## src/hdl/tstl_pkg.sv

```systemverilog
`timescale 1ns / 1ps
// Shared types, codes and constants for the touch swipe/tap level control block.
package tstl_pkg;

  // Coordinate and field widths
  localparam int COORD_BITS     = 12;
  localparam int RATIO_BITS     = 8;
  localparam int STEP_BITS      = 8;
  localparam int TAP_TIME_BITS  = 16;
  localparam int LEVEL_BITS     = 7;
  localparam int HW_BITS        = 8;
  localparam int TIME_BITS      = 32;
  localparam int FINGER_BITS    = 4;
  localparam int ALU_BITS       = 32;
  localparam int CFG_DATA_BITS  = 16;
  localparam int CFG_INDEX_BITS = 3;

  // Configuration register indexes
  localparam logic [CFG_INDEX_BITS-1:0] CFG_MIN_SWIPE = 3'd0;
  localparam logic [CFG_INDEX_BITS-1:0] CFG_DIR_RATIO = 3'd1;
  localparam logic [CFG_INDEX_BITS-1:0] CFG_STEP      = 3'd2;
  localparam logic [CFG_INDEX_BITS-1:0] CFG_TAP_TIME  = 3'd3;
  localparam logic [CFG_INDEX_BITS-1:0] CFG_BRI_FLOOR = 3'd4;
  localparam logic [CFG_INDEX_BITS-1:0] CFG_BRI_CEIL  = 3'd5;

  // Configuration reset values
  localparam logic [COORD_BITS-1:0]    RST_MIN_SWIPE = 12'd20;
  localparam logic [RATIO_BITS-1:0]    RST_DIR_RATIO = 8'd24;
  localparam logic [STEP_BITS-1:0]     RST_STEP      = 8'd10;
  localparam logic [TAP_TIME_BITS-1:0] RST_TAP_TIME  = 16'd200;
  localparam logic [LEVEL_BITS-1:0]    RST_BRI_FLOOR = 7'd5;
  localparam logic [LEVEL_BITS-1:0]    RST_BRI_CEIL  = 7'd100;

  // Level constants
  localparam logic [LEVEL_BITS-1:0] LEVEL_MAX = 7'd100;
  localparam logic [LEVEL_BITS-1:0] VOL_RESET = 7'd50;
  localparam logic [LEVEL_BITS-1:0] BRI_RESET = 7'd100;

  // Gesture modes
  localparam logic [1:0] MODE_IDLE  = 2'd0;
  localparam logic [1:0] MODE_TRACK = 2'd1;
  localparam logic [1:0] MODE_VERT  = 2'd2;
  localparam logic [1:0] MODE_HORZ  = 2'd3;

  // Shared unit operations
  localparam logic OP_SUB = 1'b0;
  localparam logic OP_MUL = 1'b1;

  typedef struct packed {
    logic [COORD_BITS-1:0]    min_swipe_distance;
    logic [RATIO_BITS-1:0]    direction_ratio_q4;
    logic [STEP_BITS-1:0]     step_pixels;
    logic [TAP_TIME_BITS-1:0] max_tap_time;
    logic [LEVEL_BITS-1:0]    brightness_floor;
    logic [LEVEL_BITS-1:0]    brightness_ceiling;
  } cfg_t;

  typedef struct packed {
    logic                op;
    logic [ALU_BITS-1:0] a;
    logic [ALU_BITS-1:0] b;
  } alu_req_t;

  typedef struct packed {
    logic                  tap;
    logic [1:0]            mode;
    logic [LEVEL_BITS-1:0] volume_level;
    logic [HW_BITS-1:0]    hw_volume;
    logic                  volume_changed;
    logic [LEVEL_BITS-1:0] brightness_level;
    logic                  brightness_changed;
  } result_t;

endpackage

```

## src/hdl/tstl_in_if.sv

```systemverilog
`timescale 1ns / 1ps
// Touch poll channel: valid/ready handshake with the poll payload.
interface tstl_in_if;
  import tstl_pkg::*;

  logic                   valid;
  logic                   ready;
  logic [FINGER_BITS-1:0] finger_count;
  logic [COORD_BITS-1:0]  touch_x;
  logic [COORD_BITS-1:0]  touch_y;
  logic [TIME_BITS-1:0]   now_ms;

  modport source (output valid, finger_count, touch_x, touch_y, now_ms, input ready);
  modport sink   (input valid, finger_count, touch_x, touch_y, now_ms, output ready);
endinterface

```

## src/hdl/tstl_out_if.sv

```systemverilog
`timescale 1ns / 1ps
// Result channel: valid/ready handshake with levels, mode and change flags.
interface tstl_out_if;
  import tstl_pkg::*;

  logic                  valid;
  logic                  ready;
  logic                  tap;
  logic [1:0]            mode;
  logic [LEVEL_BITS-1:0] volume_level;
  logic [HW_BITS-1:0]    hw_volume;
  logic                  volume_changed;
  logic [LEVEL_BITS-1:0] brightness_level;
  logic                  brightness_changed;

  modport source (output valid, tap, mode, volume_level, hw_volume, volume_changed,
                  brightness_level, brightness_changed, input ready);
  modport sink   (input valid, tap, mode, volume_level, hw_volume, volume_changed,
                  brightness_level, brightness_changed, output ready);
endinterface

```

## src/hdl/touch_swipe_tap_level_control.sv

```systemverilog
`timescale 1ns / 1ps
// Top level: config registers, sequencer, shared unit and output register.
//
// Usage:
//   in_ch carries one touch poll per beat (finger count, x, y, ms time).
//   out_ch carries one result beat per poll: tap, mode after the poll,
//   volume and brightness percent, hardware volume 0..255, change flags.
//   cfg_wr_en/cfg_index/cfg_data write a config register;
//   write only while no poll is in flight. Unknown indexes are ignored.
// Timing:
//   A poll goes through one shared subtract/multiply unit under a small
//   sequencer: two subtracts, two ratio multiplies while tracking, one
//   update step and a hand-off to the output register. The result shows
//   on out_ch in the same cycle that in_ch.ready rises again, so a new
//   poll is taken only once the last one has left the sequencer.
// Reset (rst, synchronous): mode idle, volume 50, brightness 100, config
//   registers to their defaults, output register empty.
// Stall: a result waits in the output register; the next poll is taken
//   and worked on, then held in the final step until out_ch frees.
module touch_swipe_tap_level_control (
  input  logic                                 clk,
  input  logic                                 rst,
  tstl_in_if.sink                              in_ch,
  tstl_out_if.source                           out_ch,
  input  logic                                 cfg_wr_en,
  input  logic [tstl_pkg::CFG_INDEX_BITS-1:0]  cfg_index,
  input  logic [tstl_pkg::CFG_DATA_BITS-1:0]   cfg_data
);
  import tstl_pkg::*;

  cfg_t                cfg;
  alu_req_t            alu_req;
  logic [ALU_BITS-1:0] alu_res;
  logic                ctrl_ready;
  logic                done;
  logic                out_free;
  logic                out_valid;
  result_t             res;
  result_t             out_q;

  // Config registers
  always_ff @(posedge clk) begin
    if (rst) begin
      cfg.min_swipe_distance <= RST_MIN_SWIPE;
      cfg.direction_ratio_q4 <= RST_DIR_RATIO;
      cfg.step_pixels        <= RST_STEP;
      cfg.max_tap_time       <= RST_TAP_TIME;
      cfg.brightness_floor   <= RST_BRI_FLOOR;
      cfg.brightness_ceiling <= RST_BRI_CEIL;
    end else if (cfg_wr_en) begin
      unique case (cfg_index)
        CFG_MIN_SWIPE: cfg.min_swipe_distance <= cfg_data[COORD_BITS-1:0];
        CFG_DIR_RATIO: cfg.direction_ratio_q4 <= cfg_data[RATIO_BITS-1:0];
        CFG_STEP:      cfg.step_pixels        <= cfg_data[STEP_BITS-1:0];
        CFG_TAP_TIME:  cfg.max_tap_time       <= cfg_data[TAP_TIME_BITS-1:0];
        CFG_BRI_FLOOR: cfg.brightness_floor   <= cfg_data[LEVEL_BITS-1:0];
        CFG_BRI_CEIL:  cfg.brightness_ceiling <= cfg_data[LEVEL_BITS-1:0];
        default: ;
      endcase
    end
  end

  tstl_alu u_alu (
    .req (alu_req),
    .res (alu_res)
  );

  tstl_ctrl u_ctrl (
    .clk          (clk),
    .rst          (rst),
    .cfg          (cfg),
    .start        (in_ch.valid),
    .finger_count (in_ch.finger_count),
    .touch_x      (in_ch.touch_x),
    .touch_y      (in_ch.touch_y),
    .now_ms       (in_ch.now_ms),
    .ready        (ctrl_ready),
    .alu_req      (alu_req),
    .alu_res      (alu_res),
    .out_free     (out_free),
    .done         (done),
    .res          (res)
  );

  assign in_ch.ready = ctrl_ready;
  assign out_free    = !out_valid || out_ch.ready;

  // Output register: parts the sequencer from a stalled receiver
  always_ff @(posedge clk) begin
    if (rst) begin
      out_valid <= 1'b0;
    end else if (done) begin
      out_valid <= 1'b1;
    end else if (out_ch.ready) begin
      out_valid <= 1'b0;
    end
  end

  always_ff @(posedge clk) begin
    if (done) out_q <= res;
  end

  assign out_ch.valid              = out_valid;
  assign out_ch.tap                = out_q.tap;
  assign out_ch.mode               = out_q.mode;
  assign out_ch.volume_level       = out_q.volume_level;
  assign out_ch.hw_volume          = out_q.hw_volume;
  assign out_ch.volume_changed     = out_q.volume_changed;
  assign out_ch.brightness_level   = out_q.brightness_level;
  assign out_ch.brightness_changed = out_q.brightness_changed;

  // Only a vertical swipe moves volume, only a horizontal one brightness
  a_vol_mode: assert property (@(posedge clk) disable iff (rst)
    out_valid && out_q.volume_changed |-> out_q.mode == MODE_VERT)
    else $error("volume changed outside a vertical swipe");

  a_bri_mode: assert property (@(posedge clk) disable iff (rst)
    out_valid && out_q.brightness_changed |-> out_q.mode == MODE_HORZ)
    else $error("brightness changed outside a horizontal swipe");

  // A tap always ends the gesture
  a_tap_idle: assert property (@(posedge clk) disable iff (rst)
    out_valid && out_q.tap |-> out_q.mode == MODE_IDLE)
    else $error("tap reported with gesture still active");

  // Sequencer is busy right after taking a poll
  a_busy: assert property (@(posedge clk) disable iff (rst)
    in_ch.valid && in_ch.ready |=> !in_ch.ready)
    else $error("poll accepted while previous poll in flight");
endmodule

```

## src/hdl/tstl_alu.sv

```systemverilog
`timescale 1ns / 1ps
// Shared arithmetic unit: 32-bit subtract or ratio-by-coordinate multiply.
module tstl_alu (
  input  tstl_pkg::alu_req_t          req,
  output logic [tstl_pkg::ALU_BITS-1:0] res
);
  import tstl_pkg::*;

  logic [RATIO_BITS+COORD_BITS-1:0] prod;

  always_comb begin
    prod = req.a[RATIO_BITS-1:0] * req.b[COORD_BITS-1:0];
    case (req.op)
      OP_SUB:  res = req.a - req.b;
      OP_MUL:  res = ALU_BITS'(prod);
      default: res = '0;
    endcase
  end
endmodule

```

## src/hdl/tstl_ctrl.sv

```systemverilog
`timescale 1ns / 1ps
// Sequencer and gesture state: drives the shared unit, updates levels and mode.
module tstl_ctrl (
  input  logic                              clk,
  input  logic                              rst,
  input  tstl_pkg::cfg_t                    cfg,
  input  logic                              start,
  input  logic [tstl_pkg::FINGER_BITS-1:0]  finger_count,
  input  logic [tstl_pkg::COORD_BITS-1:0]   touch_x,
  input  logic [tstl_pkg::COORD_BITS-1:0]   touch_y,
  input  logic [tstl_pkg::TIME_BITS-1:0]    now_ms,
  output logic                              ready,
  output tstl_pkg::alu_req_t                alu_req,
  input  logic [tstl_pkg::ALU_BITS-1:0]     alu_res,
  input  logic                              out_free,
  output logic                              done,
  output tstl_pkg::result_t                 res
);
  import tstl_pkg::*;

  localparam logic [2:0] S_IDLE = 3'd0;
  localparam logic [2:0] S_DX   = 3'd1;
  localparam logic [2:0] S_DY   = 3'd2;
  localparam logic [2:0] S_MX   = 3'd3;
  localparam logic [2:0] S_MY   = 3'd4;
  localparam logic [2:0] S_ADJ  = 3'd5;
  localparam logic [2:0] S_FIN  = 3'd6;

  // pct * 255 / 100 as a multiply by 2^19 * 2.55, exact for 0..100
  localparam logic [20:0] HW_RECIP = 21'd1336965;
  localparam int          HW_SHIFT = 19;
  localparam int          PROD_BITS = RATIO_BITS + COORD_BITS;

  function automatic logic [COORD_BITS-1:0] mag(input logic [COORD_BITS:0] v);
    logic [COORD_BITS:0] n;
    n = v[COORD_BITS] ? (~v + 1'b1) : v;
    return n[COORD_BITS-1:0];
  endfunction

  logic [2:0]             st;
  logic [1:0]             gmode;
  logic [COORD_BITS-1:0]  origin_x, origin_y, anchor_x, anchor_y;
  logic [TIME_BITS-1:0]   press_time;
  logic [LEVEL_BITS-1:0]  volume, brightness;
  logic                   tap, vol_chg, bri_chg;

  logic                   lift;
  logic [COORD_BITS-1:0]  x_in, y_in;
  logic [TIME_BITS-1:0]   now_in;
  logic [COORD_BITS:0]    dx, dy;
  logic                   tap_ok, vdom, hdom;

  logic [COORD_BITS-1:0]  adx, ady, pmag;
  logic [COORD_BITS-1:0]  ref_x, ref_y;
  logic [STEP_BITS-1:0]   step_eff;
  logic                   go_vert, go_hor, neg;
  logic [3:0]             pct_mag;
  logic [8:0]             pct_s, vsum, bsum, bfl;
  logic [LEVEL_BITS-1:0]  vol_new, bri_new;
  logic                   vol_upd, bri_upd;
  logic [27:0]            hw_full;
  logic [PROD_BITS-1:0]   prod;

  assign ready = (st == S_IDLE);
  assign done  = (st == S_FIN) && out_free;
  assign prod  = alu_res[PROD_BITS-1:0];

  // Reference points: the start point while tracking, the anchor on a swipe's own axis.
  assign ref_x = (gmode == MODE_HORZ) ? anchor_x : origin_x;
  assign ref_y = (gmode == MODE_VERT) ? anchor_y : origin_y;

  always_comb begin
    alu_req = '0;
    unique case (st)
      S_DX: begin
        alu_req.op = OP_SUB;
        alu_req.a  = lift ? now_in : ALU_BITS'(x_in);
        alu_req.b  = lift ? press_time : ALU_BITS'(ref_x);
      end
      S_DY: begin
        alu_req.op = OP_SUB;
        alu_req.a  = ALU_BITS'(ref_y);
        alu_req.b  = ALU_BITS'(y_in);
      end
      S_MX: begin
        alu_req.op = OP_MUL;
        alu_req.a  = ALU_BITS'(cfg.direction_ratio_q4);
        alu_req.b  = ALU_BITS'(mag(dx));
      end
      S_MY: begin
        alu_req.op = OP_MUL;
        alu_req.a  = ALU_BITS'(cfg.direction_ratio_q4);
        alu_req.b  = ALU_BITS'(mag(dy));
      end
      default: alu_req = '0;
    endcase
  end

  // Adjustment math for the update step
  always_comb begin
    adx      = mag(dx);
    ady      = mag(dy);
    step_eff = (cfg.step_pixels == '0) ? STEP_BITS'(1) : cfg.step_pixels;
    go_vert  = !lift && (((gmode == MODE_TRACK) && vdom) ||
               ((gmode == MODE_VERT) && (16'(ady) >= 16'(cfg.step_pixels))));
    go_hor   = !lift && (((gmode == MODE_TRACK) && !vdom && hdom) ||
               ((gmode == MODE_HORZ) && (16'(adx) >= 16'(cfg.step_pixels))));
    pmag     = go_vert ? ady : adx;
    neg      = go_vert ? dy[COORD_BITS] : dx[COORD_BITS];
    // truncated quotient times 5, held to 10: only 0, 1 or 2+ steps matter
    if (16'(pmag) < 16'(step_eff)) begin
      pct_mag = 4'd0;
    end else if (16'(pmag) < 16'({step_eff, 1'b0})) begin
      pct_mag = 4'd5;
    end else begin
      pct_mag = 4'd10;
    end
    pct_s = neg ? (9'd0 - 9'(pct_mag)) : 9'(pct_mag);

    vsum = 9'(volume) + pct_s;
    if (vsum[8]) begin
      vol_new = '0;
    end else if (vsum[7:0] > 8'(LEVEL_MAX)) begin
      vol_new = LEVEL_MAX;
    end else begin
      vol_new = vsum[LEVEL_BITS-1:0];
    end

    bsum = 9'(brightness) + pct_s;
    if ($signed(bsum) < $signed(9'(cfg.brightness_floor))) begin
      bfl = 9'(cfg.brightness_floor);
    end else begin
      bfl = bsum;
    end
    // ceiling applied last, wins when the bounds cross
    if ($signed(bfl) > $signed(9'(cfg.brightness_ceiling))) begin
      bri_new = cfg.brightness_ceiling;
    end else begin
      bri_new = bfl[LEVEL_BITS-1:0];
    end

    vol_upd = go_vert && (pct_mag != 4'd0);
    bri_upd = go_hor && (pct_mag != 4'd0);

    hw_full = 28'(volume) * 28'(HW_RECIP);
  end

  always_comb begin
    res.tap                = tap;
    res.mode               = gmode;
    res.volume_level       = volume;
    res.hw_volume          = (volume >= LEVEL_MAX) ? 8'hFF : hw_full[HW_SHIFT+HW_BITS-1:HW_SHIFT];
    res.volume_changed     = vol_chg;
    res.brightness_level   = brightness;
    res.brightness_changed = bri_chg;
  end

  // Sequencer and gesture state
  always_ff @(posedge clk) begin
    if (rst) begin
      st         <= S_IDLE;
      gmode      <= MODE_IDLE;
      origin_x   <= '0;
      origin_y   <= '0;
      anchor_x   <= '0;
      anchor_y   <= '0;
      press_time <= '0;
      volume     <= VOL_RESET;
      brightness <= BRI_RESET;
    end else begin
      unique case (st)
        S_IDLE: if (start) st <= S_DX;
        S_DX:   st <= S_DY;
        S_DY:   st <= (!lift && (gmode == MODE_TRACK)) ? S_MX : S_ADJ;
        S_MX:   st <= S_MY;
        S_MY:   st <= S_ADJ;
        S_ADJ: begin
          st <= S_FIN;
          if (lift) begin
            gmode <= MODE_IDLE;
          end else if (gmode == MODE_IDLE) begin
            origin_x   <= x_in;
            origin_y   <= y_in;
            anchor_x   <= x_in;
            anchor_y   <= y_in;
            press_time <= now_in;
            gmode      <= MODE_TRACK;
          end else if (gmode == MODE_TRACK) begin
            if (go_vert) begin
              gmode <= MODE_VERT;
            end else if (go_hor) begin
              gmode <= MODE_HORZ;
            end
          end
          if (go_vert) anchor_y <= y_in;
          if (go_hor)  anchor_x <= x_in;
          if (vol_upd) volume <= vol_new;
          if (bri_upd) brightness <= bri_new;
        end
        S_FIN:  if (out_free) st <= S_IDLE;
        default: st <= S_IDLE;
      endcase
    end
  end

  // Per-item working registers
  always_ff @(posedge clk) begin
    if (start && (st == S_IDLE)) begin
      lift   <= (finger_count == '0);
      x_in   <= touch_x;
      y_in   <= touch_y;
      now_in <= now_ms;
    end
    if (st == S_DX) begin
      dx     <= alu_res[COORD_BITS:0];
      tap_ok <= (alu_res[TIME_BITS-1:TAP_TIME_BITS] == '0) &&
                (alu_res[TAP_TIME_BITS-1:0] <= cfg.max_tap_time);
    end
    if (st == S_DY) dy <= alu_res[COORD_BITS:0];
    if (st == S_MX) begin
      vdom <= (ady >= cfg.min_swipe_distance) &&
              (PROD_BITS'({ady, 4'b0000}) >= prod);
    end
    if (st == S_MY) begin
      hdom <= (adx >= cfg.min_swipe_distance) &&
              (PROD_BITS'({adx, 4'b0000}) >= prod);
    end
    if (st == S_ADJ) begin
      // anchor equals origin while tracking, so only a zero distance blocks a tap
      tap     <= lift && (gmode == MODE_TRACK) && tap_ok && (cfg.min_swipe_distance != '0);
      vol_chg <= vol_upd && (vol_new != volume);
      bri_chg <= bri_upd && (bri_new != brightness);
    end
  end
endmodule

```

## src/flat_wrapper.sv

```systemverilog
// flat-port wrapper written by rule: the top's interface ports become plain ports
module touch_swipe_tap_level_control_flat import tstl_pkg::*;
  (clk, rst, cfg_wr_en, cfg_index, cfg_data, in_ch_valid, in_ch_finger_count, in_ch_touch_x, in_ch_touch_y, in_ch_now_ms, in_ch_ready, out_ch_valid, out_ch_tap, out_ch_mode, out_ch_volume_level, out_ch_hw_volume, out_ch_volume_changed, out_ch_brightness_level, out_ch_brightness_changed, out_ch_ready);
  tstl_in_if in_ch_i ();
  tstl_out_if out_ch_i ();
  input  logic clk;
  input  logic rst;
  input  logic cfg_wr_en;
  input  logic [tstl_pkg::CFG_INDEX_BITS-1:0] cfg_index;
  input  logic [tstl_pkg::CFG_DATA_BITS-1:0] cfg_data;
  input wire logic [$bits(in_ch_i.valid)-1:0] in_ch_valid;
  input wire logic [$bits(in_ch_i.finger_count)-1:0] in_ch_finger_count;
  input wire logic [$bits(in_ch_i.touch_x)-1:0] in_ch_touch_x;
  input wire logic [$bits(in_ch_i.touch_y)-1:0] in_ch_touch_y;
  input wire logic [$bits(in_ch_i.now_ms)-1:0] in_ch_now_ms;
  output wire logic [$bits(in_ch_i.ready)-1:0] in_ch_ready;
  output wire logic [$bits(out_ch_i.valid)-1:0] out_ch_valid;
  output wire logic [$bits(out_ch_i.tap)-1:0] out_ch_tap;
  output wire logic [$bits(out_ch_i.mode)-1:0] out_ch_mode;
  output wire logic [$bits(out_ch_i.volume_level)-1:0] out_ch_volume_level;
  output wire logic [$bits(out_ch_i.hw_volume)-1:0] out_ch_hw_volume;
  output wire logic [$bits(out_ch_i.volume_changed)-1:0] out_ch_volume_changed;
  output wire logic [$bits(out_ch_i.brightness_level)-1:0] out_ch_brightness_level;
  output wire logic [$bits(out_ch_i.brightness_changed)-1:0] out_ch_brightness_changed;
  input wire logic [$bits(out_ch_i.ready)-1:0] out_ch_ready;
  assign in_ch_i.valid = in_ch_valid;
  assign in_ch_i.finger_count = in_ch_finger_count;
  assign in_ch_i.touch_x = in_ch_touch_x;
  assign in_ch_i.touch_y = in_ch_touch_y;
  assign in_ch_i.now_ms = in_ch_now_ms;
  assign in_ch_ready = in_ch_i.ready;
  assign out_ch_valid = out_ch_i.valid;
  assign out_ch_tap = out_ch_i.tap;
  assign out_ch_mode = out_ch_i.mode;
  assign out_ch_volume_level = out_ch_i.volume_level;
  assign out_ch_hw_volume = out_ch_i.hw_volume;
  assign out_ch_volume_changed = out_ch_i.volume_changed;
  assign out_ch_brightness_level = out_ch_i.brightness_level;
  assign out_ch_brightness_changed = out_ch_i.brightness_changed;
  assign out_ch_i.ready = out_ch_ready;
  touch_swipe_tap_level_control u_core (.clk(clk), .rst(rst), .in_ch(in_ch_i), .out_ch(out_ch_i), .cfg_wr_en(cfg_wr_en), .cfg_index(cfg_index), .cfg_data(cfg_data));
endmodule
```

## config.mk

```make
export PLATFORM = sky130hd
export DESIGN_NAME = touch_swipe_tap_level_control_flat
export DESIGN_NICKNAME = d
export VERILOG_FILES = /design/src/hdl/tstl_pkg.sv /design/src/hdl/tstl_in_if.sv /design/src/hdl/tstl_out_if.sv /design/src/hdl/touch_swipe_tap_level_control.sv /design/src/hdl/tstl_alu.sv /design/src/hdl/tstl_ctrl.sv /design/src/flat_wrapper.sv
export SDC_FILE = /design/constraint.sdc
export NUM_CORES = 1
export LEC_CHECK = 0
export BUFFER_PORTS_ARGS = -buffer_cell sky130_fd_sc_hd__buf_2
export CAP_MARGIN = 25
export CORE_UTILIZATION = 30
export CTS_CLUSTER_DIAMETER = 150
export DETAILED_ROUTE_END_ITERATION = 12
export PLACE_DENSITY = 0.56
export SYNTH_ARGS = -nofsm -noshare
export SYNTH_HDL_FRONTEND = slang
export SYNTH_SLANG_ARGS = --single-unit
```

## constraint.sdc

```tcl
create_clock -name clk -period 13.31 [get_ports clk]
set_input_delay 0.6655 -clock clk [delete_from_list [all_inputs] [get_ports clk]]
set_output_delay 0.6655 -clock clk [all_outputs]
set_load 0.01 [all_outputs]
```

# Yosys cells after proc, flatten, opt, wreduce, memory -nomap -nowiden
# Index checks and enable logic that the tools add are counted.
[totals] register_bits=274 inputBits=84 out_inout_bits=29 elab_cells=167
[op_classes] n_addsub=6 multipliers=2 n_lt_le_gt_ge=13 eq_ne=20 n_mux=35 n_bitwise=4 n_reduce_logical=52
[ops] cell="one-hot mux 65 bit (4 select lines)" n=1
[ops] cell="two-way mux 12 bit" n=11
[ops] cell="two-way mux 32 bit" n=2
[ops] cell="one-hot mux 32 bit (2 select lines)" n=1
[ops] cell="greater-or-equal comparator 16 x 20 -> 1 bit" n=2
[ops] cell="subtractor 32 bit" n=1
[ops] cell="multiplier 7 x 21 -> 27 bit (second input constant)" n=1
[ops] cell="adder 12 x 1 -> 12 bit (second input constant)" n=2
[ops] cell="greater-or-equal comparator 12 bit" n=2
[ops] cell="greater-or-equal comparator 12 x 8 -> 1 bit" n=2
[ops] cell="inverter 12 bit" n=2
[ops] cell="two-way mux 7 bit" n=3
[ops] cell="one-hot mux 3 bit (7 select lines)" n=1
[ops] cell="logical AND 1 bit" n=20
[ops] cell="multiplier 8 x 12 -> 20 bit" n=1
[ops] cell="adder 7 x 9 -> 9 bit" n=2
[ops] cell="two-way mux 9 bit" n=2
[ops] cell="AND reduction 2 bit" n=9
[ops] cell="less-or-equal comparator 16 bit" n=1
[ops] cell="logical NOT 16 bit" n=1
[ops] cell="equality test 3 bit (second input constant)" n=5
[ops] cell="inequality test 7 bit" n=2
[ops] cell="equality test 3 x 2 -> 1 bit (second input constant)" n=4
[ops] cell="< comparator 12 x 8 -> 1 bit" n=1
[ops] cell="other kinds (28)" n=53

# Depth between registers and ports, before layout
# Gate-level depths: netlist of run 1.
[logic_depth] ltp_word=20 ltp_mapped=53 mapped_depth_nobuf=50

# Modules after synthesis
# A second synthesis of run 1 with hierarchy kept.
[hier_totals] cells_unflattened=2442 area_unflattened_um2=22014.9
[by_module_without_submodules] module="tstl_ctrl" instances=1 cells_each=1501 area_each_um2=13516.7 seq_area_each_um2=4654.5
[by_module_without_submodules] module="tstl_alu" instances=1 cells_each=682 area_each_um2=5235.0 seq_area_each_um2=0.0
[by_module_without_submodules] module="touch_swipe_tap_level_control" instances=1 cells_each=259 area_each_um2=3263.1 seq_area_each_um2=1991.9

# Worst setup path before layout of run 1
# OpenSTA, ideal clock, no wires.
[synth_path] kind="flip-flop to flip-flop" start="register u_core.u_ctrl.dy[2]" end="register u_core.u_ctrl.bri_chg (data pin)" setup_time_ns=0.267 t_arrival_ns=9.838 required_ns=13.043 setup_slack_ns=3.204 stages_incl_launch_ff=47 path_buffers=3 period_less_slack_ns=10.106 path_cell_list="edfxtp_1 > or3_1 > o31ai_1 > xor2_1 > inv_1 > ha_1 > o21ai_0 > a21o_1 > a21o_1 > a21oi_1 > mux2_2 > ha_1 > a21oi_1 > nor2b_1 > o21ai_0 > nand2b_1 > a221oi_1 > nand2_1 > (+11 left out) > o21ai_0 > o21ai_0 > a2111oi_0 > ha_1 > clkbuf_1 > mux2i_1 > ha_1 > nor2b_1 > o21a_1 > o21a_1 > o21a_1 > o21ai_0 > a21oi_1 > a31oi_4 > buf_4 > a21oi_1 > nor4b_2 > a31oi_1"
[synth_between] elab_chain_len=20 word_cells_on_any_way=24
[synth_rtl] item="from (decl)" line_no="tstl_ctrl.sv:50" source="logic [COORD_BITS:0] dx, dy;"
[synth_rtl] item="from (signal assigned)" line_no="tstl_ctrl.sv:219" source="if (st == S_DY) dy <= alu_res[COORD_BITS:0];"
[synth_rtl] item="inverter 12 bit" line_no="tstl_ctrl.sv:36" source="n = v[COORD_BITS] ? (~v + 1'b1) : v;"
[synth_rtl] item="adder 12 x 1 -> 12 bit" line_no="tstl_ctrl.sv:36"
[synth_rtl] item="two-way mux 12 bit *" line_no="tstl_ctrl.sv:36"
[synth_rtl] item="greater-or-equal comparator 12 x 8 -> 1 bit" line_no="tstl_ctrl.sv:105" source="((gmode == MODE_VERT) && (16'(ady) >= 16'(cfg.step_pixels))));"
[synth_rtl] item="logical AND 1 bit" line_no="tstl_ctrl.sv:105"
[synth_rtl] item="logical OR 1 bit" line_no="tstl_ctrl.sv:104" source="go_vert = !lift && (((gmode == MODE_TRACK) && vdom) ||"
[synth_rtl] item="logical AND 1 bit" line_no="tstl_ctrl.sv:104"
[synth_rtl] item="two-way mux 12 bit" line_no="tstl_ctrl.sv:108" source="pmag = go_vert ? ady : adx;"
[synth_rtl] item="(+4 left out)"
[synth_rtl] item="two-way mux 9 bit" line_no="tstl_ctrl.sv:118" source="pct_s = neg ? (9'd0 - 9'(pct_mag)) : 9'(pct_mag);"
[synth_rtl] item="adder 7 x 9 -> 9 bit" line_no="tstl_ctrl.sv:129" source="bsum = 9'(brightness) + pct_s;"
[synth_rtl] item="< comparator 9 x 8 -> 1 bit" line_no="tstl_ctrl.sv:130" source="if ($signed(bsum) < $signed(9'(cfg.brightness_floor))) begin"
[synth_rtl] item="two-way mux 9 bit" line_no="tstl_ctrl.sv:130"
[synth_rtl] item="greater-than comparator 9 x 8 -> 1 bit" line_no="tstl_ctrl.sv:136" source="if ($signed(bfl) > $signed(9'(cfg.brightness_ceiling))) begin"
[synth_rtl] item="two-way mux 7 bit" line_no="tstl_ctrl.sv:136"
[synth_rtl] item="inequality test 7 bit" line_no="tstl_ctrl.sv:232" source="bri_chg <= bri_upd && (bri_new != brightness);"
[synth_rtl] item="logical AND 1 bit *" line_no="tstl_ctrl.sv:232"
[synth_rtl] item="to (signal assigned)" line_no="tstl_ctrl.sv:232"
[synth_rtl] item="to (decl)" line_no="tstl_ctrl.sv:45" source="logic tap, vol_chg, bri_chg;"
# Mark *: on every way between the ends. The rest lies on a longest branch, timed or not.
# A chain may end at the register's enable or synchronous reset.

# Worst setup path after layout of run 1
# Ends and elaborated chain as after synthesis.

==> flow_summary.toml, run 1 <==
[hold_path]
worstHoldPathCells = 1
min_delay_worst_endpoint = "u_core.u_ctrl.y_in[2]$_DFFE_PP_"
min_from = "in_ch_touch_y[2]"
min-delay-path-class = "input port to flip-flop"

[routing]
detail_route.vias_per_cell = 4.96
drtIter0Drc = 1044
wirelength_um = 63300
final_antenna_net_count = 0
detail_route.wl_per_cell_um = 18.1
detailroute.via_count = 17400
dr.pass1.iters = 5
drc_errors = 0

[layout]
drive_gt1_frac = 0.0952
area_growth_pct = 13.4
num_antenna_cells = 0
final_nets = 2962

[place]
place.gp.congestion = 0.909
detailedPlacementHpwl_um = 48500
io_buffer_count = 112

[grt]
grt_start_max_net_pins = 93
global_route_usage_sum = 0.176
grt_pass1_vias = 16800
total_congestion_overflow = 0
number_of_antenna_violations_at_the_first_check_in_global_routing = 2
grt_pass1_wl_um = 98200

[clocking]
tritoncts = "built"
post-cts-setup-buffer-count = 0
worst_setup_hold_path_clk_slew_ps = 70
cts_root_buf = "clkbuf_16"
cts-buffers-inserted = 36
cts.sink_count = 274
postCtsHoldBufs = 0
clock_latency_ps = 580
htree_levels = 2
postCtsResizedCells = 0
max-clock-path-buffers = 3

[power_and_ir_drop]
sequentialPowerShare = 0.317
p_comb_frac = 0.360
sw_frac_of_total = 0.358
clock_power_share = 0.323
p_leak_nw = 10.7
power.net_switching_mw = 1.08
power_per_cell_area_nw_per_um2 = 124
p_int_mw = 1.93
fin_total_pwr_mw = 3.00
irDropWorstVdd_uv = 94.0

[yosys]
asyncSetResetFlopFracSynth = 0
synth.most_common_cell = "nand2_1"
synth_area_per_cell_sq_um = 8.77
synth_edf_count = 116
synth_top_flop_cell = "dfxtp_1"
top_post_synthesis_cells_by_count = "373 x nand2_1, 266 x ha_1, 249 x inv_1"
synthTopCellsByArea = "edfxtp_1 16%, ha_1 16%, dfxtp_1 15%"
syn-instance-count = 2434
synth_fp_nets = 2860
yosysUniqueCellTypes = 83
netlist_area_sq_um = 21300
synth_top_cell_area_share = 0.163
synth.ff_latch_count = 274
synth_warnings = 0
synth-seq-area-share = 0.312
netlist.top_cell.by_area = "edfxtp_1"

[timing]
final-setup-viol-count = 0
totalNegativeSetupSlack_ps = 0
grt_setup_unrepaired = "no"
final.setup_skew_ps = 46.7
final_period_minus_worst_setup_slack_ps = 11890
worst-slew-pin-transition_ps = 1010
fmax_mhz = 84.1
slew_violations = 0
period_share = 0.894
hold_viol = 0
timing.max_slew.rel_slack = 0.326

[die]
chipWidth_um = 269
io_pins = 113
floorplan.die_area_sq_um = 72200
core-area_sq_um = 70100
initial_core_util = 0.304
chipHeight_um = 269
row_count = 97

[flow_run]
drv.max_cap_violation_count = 0

[critical_path]
worstReg2RegStart = "u_core.u_ctrl.dy[2]$_DFFE_PP_"
timing.critical_path.required_ps = 13600
ff2ff_setup_slack_ps = 1420
worstSetupEndpointType = "flip-flop"
cp_max_stage_delay_ps = 630
cp_slowest_cell = "a21oi_1"
cp-start-kind = "flip-flop"
critical_path_arrival_ps = 12190
worst_r2r_endpoint = "u_core.u_ctrl.bri_chg$_DFFE_PP_"
timing.reg2reg.worst_path_depth = 43
critPathKind = "flip-flop to flip-flop"
crit_top_cell = "ha_1"
crit_fanout = 18

[status]
status = "finished, final reports clean"
[power groups by stage]
stage	clock (mW)	sequential (mW)	combinational (mW)
6_report	0.970	0.953	1.08
3_5_place_dp	0	0.970	1.07
3_3_place_gp	0	0.971	1.07
2_1_floorplan	0	0.955	0.778
4_1_cts	0.995	0.953	1.08
5_1_grt	1.02	0.956	1.20
[worst max-delay path, delay by kind of cell (launching register included)]
| kind | cells | cell delay (ps) |
|---|---|---|
| xor gates and xnor gates | 2 | 700 |
| adders and majority gates | 7 | 2140 |
| AOI/OAI and AO/OA | 22 | 5080 |
| muxes | 3 | 1120 |
| and+or+nand+nor | 7 | 1580 |
| DFF | 1 | 490 |
| buffers and inverters | 2 | 500 |
[sequential cells by signal (all words and copies together), names as in the netlist, 7 cells and up]
register / count
u_core.u_ctrl.brightness: 7
u_core.u_ctrl.now_in: 32
u_core.out_ch.brightness_level: 7
u_core.u_ctrl.origin_y: 12
u_core.u_ctrl.volume: 7
u_core.u_ctrl.dx: 13
u_core.u_ctrl.press_time: 32
u_core.u_ctrl.anchor_x: 12
u_core.cfg: 58
u_core.out_ch.hw_volume: 8
u_core.u_ctrl.origin_x: 12
u_core.u_ctrl.x_in: 12
u_core.out_ch.volume_level: 7
u_core.u_ctrl.y_in: 12
u_core.u_ctrl.anchor_y: 12
u_core.u_ctrl.dy: 13
[routing by layer]
layer / up-vias / GRT usage / part of all wire
met4: 2 / 0.0493 / 0.023
li1: 8688 / - / -
met5: - / 0 / 0.00021
met2: 355 / 0.287 / 0.46
met3: 83 / 0.0230 / 0.046
met1: 8236 / 0.243 / 0.47
[worst max path at each step]
stage                             startpoint                              end  slack (ps)
6_report       u_core.u_ctrl.dy[2]$_DFFE_PP_  u_core.u_ctrl.bri_chg$_DFFE_PP_        1420
3_5_place_dp   u_core.u_ctrl.dy[2]$_DFFE_PP_  u_core.u_ctrl.bri_chg$_DFFE_PP_        1510
4_1_cts        u_core.u_ctrl.dy[2]$_DFFE_PP_  u_core.u_ctrl.bri_chg$_DFFE_PP_        1440
5_1_grt        u_core.u_ctrl.dy[0]$_DFFE_PP_  u_core.u_ctrl.bri_chg$_DFFE_PP_         550
2_1_floorplan  u_core.u_ctrl.dy[2]$_DFFE_PP_  u_core.u_ctrl.bri_chg$_DFFE_PP_        3200
3_3_place_gp   u_core.u_ctrl.dy[2]$_DFFE_PP_  u_core.u_ctrl.bri_chg$_DFFE_PP_        1750
[kinds of logic (layout without fill, tap and decap cells)]
| group | Yosys count | in the layout | synth area share |
|---|---|---|---|
| xor+xnor | 73 | 73 | 0.0303 |
| fa+ha+maj | 342 | 342 | 0.227 |
| simple gates | 784 | 784 | 0.166 |
| mux | 96 | 96 | 0.0458 |
| flops | 274 | 274 | 0.312 |
| buf+inv | 330 | 459 | 0.0586 |
| compound gates | 535 | 535 | 0.160 |
[layout make-up]
type	count	area [sq um]
inverter	252	946
fill	7360	46000
clock buffer	48	1030
sequential	274	6650
clock inverter	17	159
timing repair buffer	142	788
multi-input combinational	1830	13500
tap	940	1180
[stage by stage]
| stage | setup WS, ps | cell area (sq um) | utilization | cells | hold slack (ps) |
|---|---|---|---|---|---|
| after floorplan | 3200 | 21300 | - | 2434 | 400 |
| after global placement | 1750 | 23000 | 0.328 | 3438 | 405 |
| after detailed placement | 1510 | 23000 | 0.328 | 3438 | 406 |
| after CTS | 1440 | 24200 | 0.345 | 3503 | 234 |
| after global routing | 549 | 24200 | 0.345 | 3503 | 244 |
| final | 1420 | 24200 | 0.345 | 3503 | 260 |
[layout by cell type, fill, tap and decap left out, drive strengths merged, types with 14 or more instances in the layout]
cell type | Yosys | final
clkbuf | 66 | 48
and3 | 33 | 33
a31oi | 18 | 18
nand2 | 373 | 373
fa | 76 | 76
o21a | 25 | 25
a211oi | 23 | 23
a21o | 57 | 57
xor2 | 23 | 23
nor3 | 26 | 26
xnor2 | 50 | 50
inv | 249 | 252
nand4 | 14 | 14
nor2 | 171 | 171
edfxtp | 116 | 116
or3 | 17 | 17
and2 | 15 | 15
o21ai | 91 | 91
nand3 | 32 | 32
a21oi | 195 | 195
mux2i | 83 | 83
ha | 266 | 266
buf | 12 | 142
nand2b | 31 | 31
nor2b | 27 | 27
dfxtp | 158 | 158
o22ai | 14 | 14
No activity file was read; power rests on OpenSTA's default activity.
==> run 2: changes to the inputs <==
--- a/config.mk
+++ b/config.mk
@@ -7,10 +7,10 @@
 export LEC_CHECK = 0
 export BUFFER_PORTS_ARGS = -buffer_cell sky130_fd_sc_hd__buf_2
 export CAP_MARGIN = 25
-export CORE_UTILIZATION = 30
+export CORE_UTILIZATION = 25
 export CTS_CLUSTER_DIAMETER = 150
 export DETAILED_ROUTE_END_ITERATION = 12
-export PLACE_DENSITY = 0.56
+export PLACE_DENSITY = 0.5
 export SYNTH_ARGS = -nofsm -noshare
 export SYNTH_HDL_FRONTEND = slang
 export SYNTH_SLANG_ARGS = --single-unit
==> flow_summary.toml, run 2 (synthesis results as in run 1) <==
[grt]
number_of_antenna_violations_at_the_first_check_in_global_routing = 2
total_congestion_overflow = 0
grt_start_max_net_pins = 88
global_route_usage_sum = 0.150
grt_pass1_wl_um = 100000
grt_pass1_vias = 16800

[critical_path]
cp_max_stage_delay_ps = 710
crit_top_cell = "ha_1"
critPathKind = "flip-flop to flip-flop"
timing.critical_path.required_ps = 13620
worst_r2r_endpoint = "u_core.u_ctrl.bri_chg$_DFFE_PP_"
ff2ff_setup_slack_ps = 1290
crit_fanout = 18
cp-start-kind = "flip-flop"
critical_path_arrival_ps = 12320
cp_slowest_cell = "xnor2_1"
path_delay_family = "compound AO/OA/AOI/OAI gates"
worstSetupEndpointType = "flip-flop"
critical_path_buf_inv_count = 2
worstReg2RegStart = "u_core.u_ctrl.dy[0]$_DFFE_PP_"
timing.reg2reg.worst_path_depth = 45

[clocking]
post-cts-setup-buffer-count = 0
cts.sink_count = 274
htree_levels = 2
clock_latency_ps = 570
max-clock-path-buffers = 3
postCtsHoldBufs = 0
worst_setup_hold_path_clk_slew_ps = 60
cts_root_buf = "clkbuf_16"
tritoncts = "built"
cts-buffers-inserted = 35
postCtsResizedCells = 0

[routing]
detail_route.vias_per_cell = 4.67
final_antenna_net_count = 0
detail_route.wl_per_cell_um = 17.6
drc_errors = 0
detailroute.via_count = 17300
dr.pass1.iters = 5
wirelength_um = 65200
drtIter0Drc = 929

[die]
floorplan.die_area_sq_um = 86500
io_pins = 113
initial_core_util = 0.254
chipWidth_um = 294
core-area_sq_um = 84100
chipHeight_um = 294
row_count = 106

[power_and_ir_drop]
power_per_cell_area_nw_per_um2 = 123
p_leak_nw = 10.6
irDropWorstVdd_uv = 85.9

[timing]
final_period_minus_worst_setup_slack_ps = 12020
final-setup-viol-count = 0
timing.max_slew.rel_slack = 0.340
totalNegativeSetupSlack_ps = 0
fmax_mhz = 83.2
slew_violations = 0
period_share = 0.903
worst-slew-pin-transition_ps = 990
grt_setup_unrepaired = "no"
hold_viol = 0
final.setup_skew_ps = 38.5

[place]
place.gp.congestion = 0.903
io_buffer_count = 112
placed_cell_area_sq_um = 23300
detailedPlacementHpwl_um = 50700

[hold_path]
min_delay_worst_endpoint = "u_core.u_ctrl.now_in[13]$_DFFE_PP_"
min-delay-path-class = "input port to flip-flop"
worstHoldPathCells = 1
min_from = "in_ch_now_ms[13]"

[layout]
layout_top_registers = "u_core.cfg: 58 flops, u_core.u_ctrl.now_in: 32 flops, u_core.u_ctrl.press_time: 32 flops"
fin_area_sq_um = 24400
largest_reg_flops = 58
layout.cells.most_common = "nand2_1"
final_nets = 2962
largest_register = "u_core.cfg"
layout.cells.most_common_list = "372 x nand2_1, 266 x ha_1, 249 x inv_1, 195 x a21oi_1, 170 x nor2_1"
drive_gt1_frac = 0.0933
area_growth_pct = 14.5

[flow_run]
drv.max_cap_violation_count = 0

[status]
status = "finished, final reports clean"
## run 2: cell count changes in the layout (fill, tap and decap cells not counted)
cell / previous run / this run
inv_8: 0 / 1
clkbuf_8: 6 / 2
buf_6: 0 / 1
clkinv_8: 0 / 1
clkbuf_1: 5 / 7
inv_4: 0 / 3
clkinv_2: 6 / 2
clkinvlp_4: 4 / 2
diode_2: 0 / 2
clkinv_1: 4 / 6
clkinv_4: 1 / 0
## run 2: cell type report
cell class                      count  area (sq um)
Clock inverter                     17           169
Timing Repair Buffer              143           800
Fill cell                        9057         59700
Antenna cell                        2          5.00
Clock buffer                       46           980
Inverter                          252           946
Multi-Input combinational cell   1830         13500
Sequential cell                   274          6650
Tap cell                         1134          1420
## run 2: metrics by stage
step                setup slack (ps)  hold slack (ps)  total power, mW   util  instances
floorplan                       3200              400             1.73      -       2434
global placement                1740              444             2.05  0.277       3633
detailed placement              1440              446             2.05  0.277       3633
CTS                             1400              235             3.02  0.290       3696
global route                     350              253             3.18  0.290       3696
finish                          1290              273             2.99  0.290       3698
## run 2: power by group
part	internal [mW]	switching, mW
Clock	0.549	0.405
Combinational	0.437	0.650
Sequential	0.922	0.0302
## run 2: how the worst max path moves through the flow
stage | start | endpoint | slack, ps | depth (start not counted)
after global routing | u_core.u_ctrl.dy[0]$_DFFE_PP_ | u_core.u_ctrl.bri_chg$_DFFE_PP_ | 350 | 45
after detailed placement | u_core.u_ctrl.dy[0]$_DFFE_PP_ | u_core.u_ctrl.bri_chg$_DFFE_PP_ | 1440 | 45
after floorplan | u_core.u_ctrl.dy[2]$_DFFE_PP_ | u_core.u_ctrl.bri_chg$_DFFE_PP_ | 3200 | 46
after CTS | u_core.u_ctrl.dy[0]$_DFFE_PP_ | u_core.u_ctrl.bri_chg$_DFFE_PP_ | 1400 | 45
final | u_core.u_ctrl.dy[0]$_DFFE_PP_ | u_core.u_ctrl.bri_chg$_DFFE_PP_ | 1290 | 45
after global placement | u_core.u_ctrl.dy[0]$_DFFE_PP_ | u_core.u_ctrl.bri_chg$_DFFE_PP_ | 1740 | 46
## run 2: per-layer routing
metal / global-route usage / share of wire
met2: 0.241 / 0.45
met5: 0 / 0
met3: 0.0212 / 0.042
met1: 0.207 / 0.48
met4: 0.0460 / 0.026
==> run 3: changes to the inputs <==
==> constraint.sdc (replaced) <==
create_clock -name clk -period 14.6 [get_ports clk]
set_input_delay 0.73 -clock clk [delete_from_list [all_inputs] [get_ports clk]]
set_output_delay 0.73 -clock clk [all_outputs]
set_load 0.01 [all_outputs]
==> flow_summary.toml, run 3 (synthesis results as in run 1) <==
[status]
status = "finished, final reports clean"

[routing]
final_antenna_net_count = 0
detailroute.via_count = 17400
detail_route.vias_per_cell = 4.71
drc_errors = 0
wirelength_um = 65400
drtIter0Drc = 924
detail_route.wl_per_cell_um = 17.7
dr.pass1.iters = 5

[critical_path]
path_depth = 45
worst_setup_path_endpoint = "u_core.u_ctrl.bri_chg$_DFFE_PP_"
worst_r2r_endpoint = "u_core.u_ctrl.bri_chg$_DFFE_PP_"
path_delay_family = "compound AO/OA/AOI/OAI gates"
cp_slowest_cell = "a21oi_1"
startpoint = "u_core.u_ctrl.dy[0]$_DFFE_PP_"
timing.reg2reg.worst_path_depth = 45
timing.critical_path.required_ps = 14900
worstSetupEndpointType = "flip-flop"
crit_fanout = 18
ff2ff_setup_slack_ps = 2680
cp_max_stage_delay_ps = 610
worstReg2RegStart = "u_core.u_ctrl.dy[0]$_DFFE_PP_"
crit_top_cell = "ha_1"
cp-start-kind = "flip-flop"
critical_path_buf_inv_count = 2
critPathKind = "flip-flop to flip-flop"
critical_path_arrival_ps = 12210

[power_and_ir_drop]
power_per_cell_area_nw_per_um2 = 112
p_leak_nw = 10.6
irDropWorstVdd_uv = 82.6

[clocking]
clock_latency_ps = 570
tritoncts = "built"
max-clock-path-buffers = 3
cts_root_buf = "clkbuf_16"
htree_levels = 2
cts.sink_count = 274
post-cts-setup-buffer-count = 0
worst_setup_hold_path_clk_slew_ps = 60
postCtsHoldBufs = 0
postCtsResizedCells = 0
cts-buffers-inserted = 36

[timing]
totalNegativeSetupSlack_ps = 0
worst_hold_slack_ps = 326
fmax_mhz = 83.9
slew_violations = 0
final.setup_skew_ps = 38.7
timing.max_slew.rel_slack = 0.332
final-setup-viol-count = 0
period_share = 0.816
worst-slew-pin-transition_ps = 1000
grt_setup_unrepaired = "no"
hold_viol = 0
final_period_minus_worst_setup_slack_ps = 11920

[grt]
number_of_antenna_violations_at_the_first_check_in_global_routing = 2
global_route_usage_sum = 0.150
grt_pass1_vias = 16700
grt_start_max_net_pins = 88
grt_pass1_wl_um = 101000
total_congestion_overflow = 0

[layout]
fin_area_sq_um = 24400
final_nets = 2963
layout_top_registers = "u_core.cfg: 58 flops, u_core.u_ctrl.now_in: 32 flops, u_core.u_ctrl.press_time: 32 flops"
layout.cells.most_common = "nand2_1"
area_growth_pct = 14.4
num_antenna_cells = 0
utilization = 0.290
final.fill_count = 9078
largest_reg_flops = 58
layout.cells.most_common_list = "372 x nand2_1, 266 x ha_1, 249 x inv_1, 195 x a21oi_1, 170 x nor2_1"
drive_gt1_frac = 0.0924
largest_register = "u_core.cfg"

[place]
place.gp.congestion = 0.909
detailedPlacementHpwl_um = 51000
placed_cell_area_sq_um = 23300
io_buffer_count = 112

[die]
chipWidth_um = 294
initial_core_util = 0.254
floorplan.die_area_sq_um = 86500
row_count = 106
core-area_sq_um = 84100
chipHeight_um = 294
io_pins = 113

[flow_run]
drv.max_cap_violation_count = 0

[hold_path]
min-delay-path-class = "input port to flip-flop"
-- run 3: changes by cell type in the layout (fill, tap and decap cells not counted) --
| cell | change |
|---|---|
| diode_2 | -2 |
| clkinv_8 | -1 |
| clkinv_4 | +2 |
| clkinvlp_4 | -2 |
| clkinv_2 | -1 |
| clkinv_1 | +3 |
| clkbuf_1 | +1 |
| clkbuf_8 | +1 |
| inv_6 | -1 |
-- run 3: per-layer routing --
metal / global-route usage / share of wire
met5: 0 / 0
met3: 0.0187 / 0.038
met4: 0.0367 / 0.020
met1: 0.211 / 0.49
met2: 0.243 / 0.45
-- run 3: how the worst min path moves through the flow --
stage,slack [ps],cells after the start,to,start
after floorplan,400,0,u_core.out_ch.brightness_changed$_DFFE_PP_,u_core.u_ctrl.bri_chg$_DFFE_PP_
after global placement,440,2,u_core.u_ctrl.origin_x[9]$_SDFFE_PP0P_,u_core.u_ctrl.origin_x[9]$_SDFFE_PP0P_
after detailed placement,450,2,u_core.u_ctrl.origin_y[6]$_SDFFE_PP0P_,u_core.u_ctrl.origin_y[6]$_SDFFE_PP0P_
after CTS,290,1,u_core.u_ctrl.now_in[26]$_DFFE_PP_,in_ch_now_ms[26]
after global routing,300,1,u_core.u_ctrl.now_in[19]$_DFFE_PP_,in_ch_now_ms[19]
final,330,1,u_core.u_ctrl.now_in[26]$_DFFE_PP_,in_ch_now_ms[26]
-- run 3: cell type report --
cell class / instances / area (sq um) / share of cell area
clock buffer: 48 / 997 / 0.0408
clock inverter: 17 / 153 / 0.00625
inverter: 252 / 946 / 0.0387
multi-input combinational: 1830 / 13500 / 0.551
sequential: 274 / 6650 / 0.272
tap: 1134 / 1420 / 0.0581
timing repair buffer: 143 / 800 / 0.0327
-- run 3: report_power, final --
| group | total, mW | internal (mW) | leakage, nW | switching (mW) |
|---|---|---|---|---|
| Clock | 0.869 | 0.504 | 0.563 | 0.364 |
| Combinational | 0.993 | 0.398 | 7.73 | 0.595 |
| Sequential | 0.869 | 0.841 | 2.36 | 0.0278 |
| Total | 2.73 | 1.74 | 10.6 | 0.987 |
-- run 3: through the flow --
| step | std cells | power (mW) | worst slack (ps) |
|---|---|---|---|
| after floorplan | 2434 | 1.58 | 4490 |
| after global placement | 3633 | 1.87 | 3050 |
| after detailed placement | 3633 | 1.87 | 2820 |
| after CTS | 3698 | 2.75 | 2730 |
| after global routing | 3698 | 2.91 | 1620 |
| final | 3698 | 2.73 | 2680 |
-- run 3: worst register-to-register path, delay by kind of cell (launching register included) --
family,cells,cell delay (ps)
flip-flops,1,490
buffers and inverters,2,500
AND/OR/NAND/NOR,9,1490
AO/OA/AOI/OAI,21,4790
multiplexers,3,1140
XOR/XNOR,2,860
adder cells (fa/ha/maj),8,2380
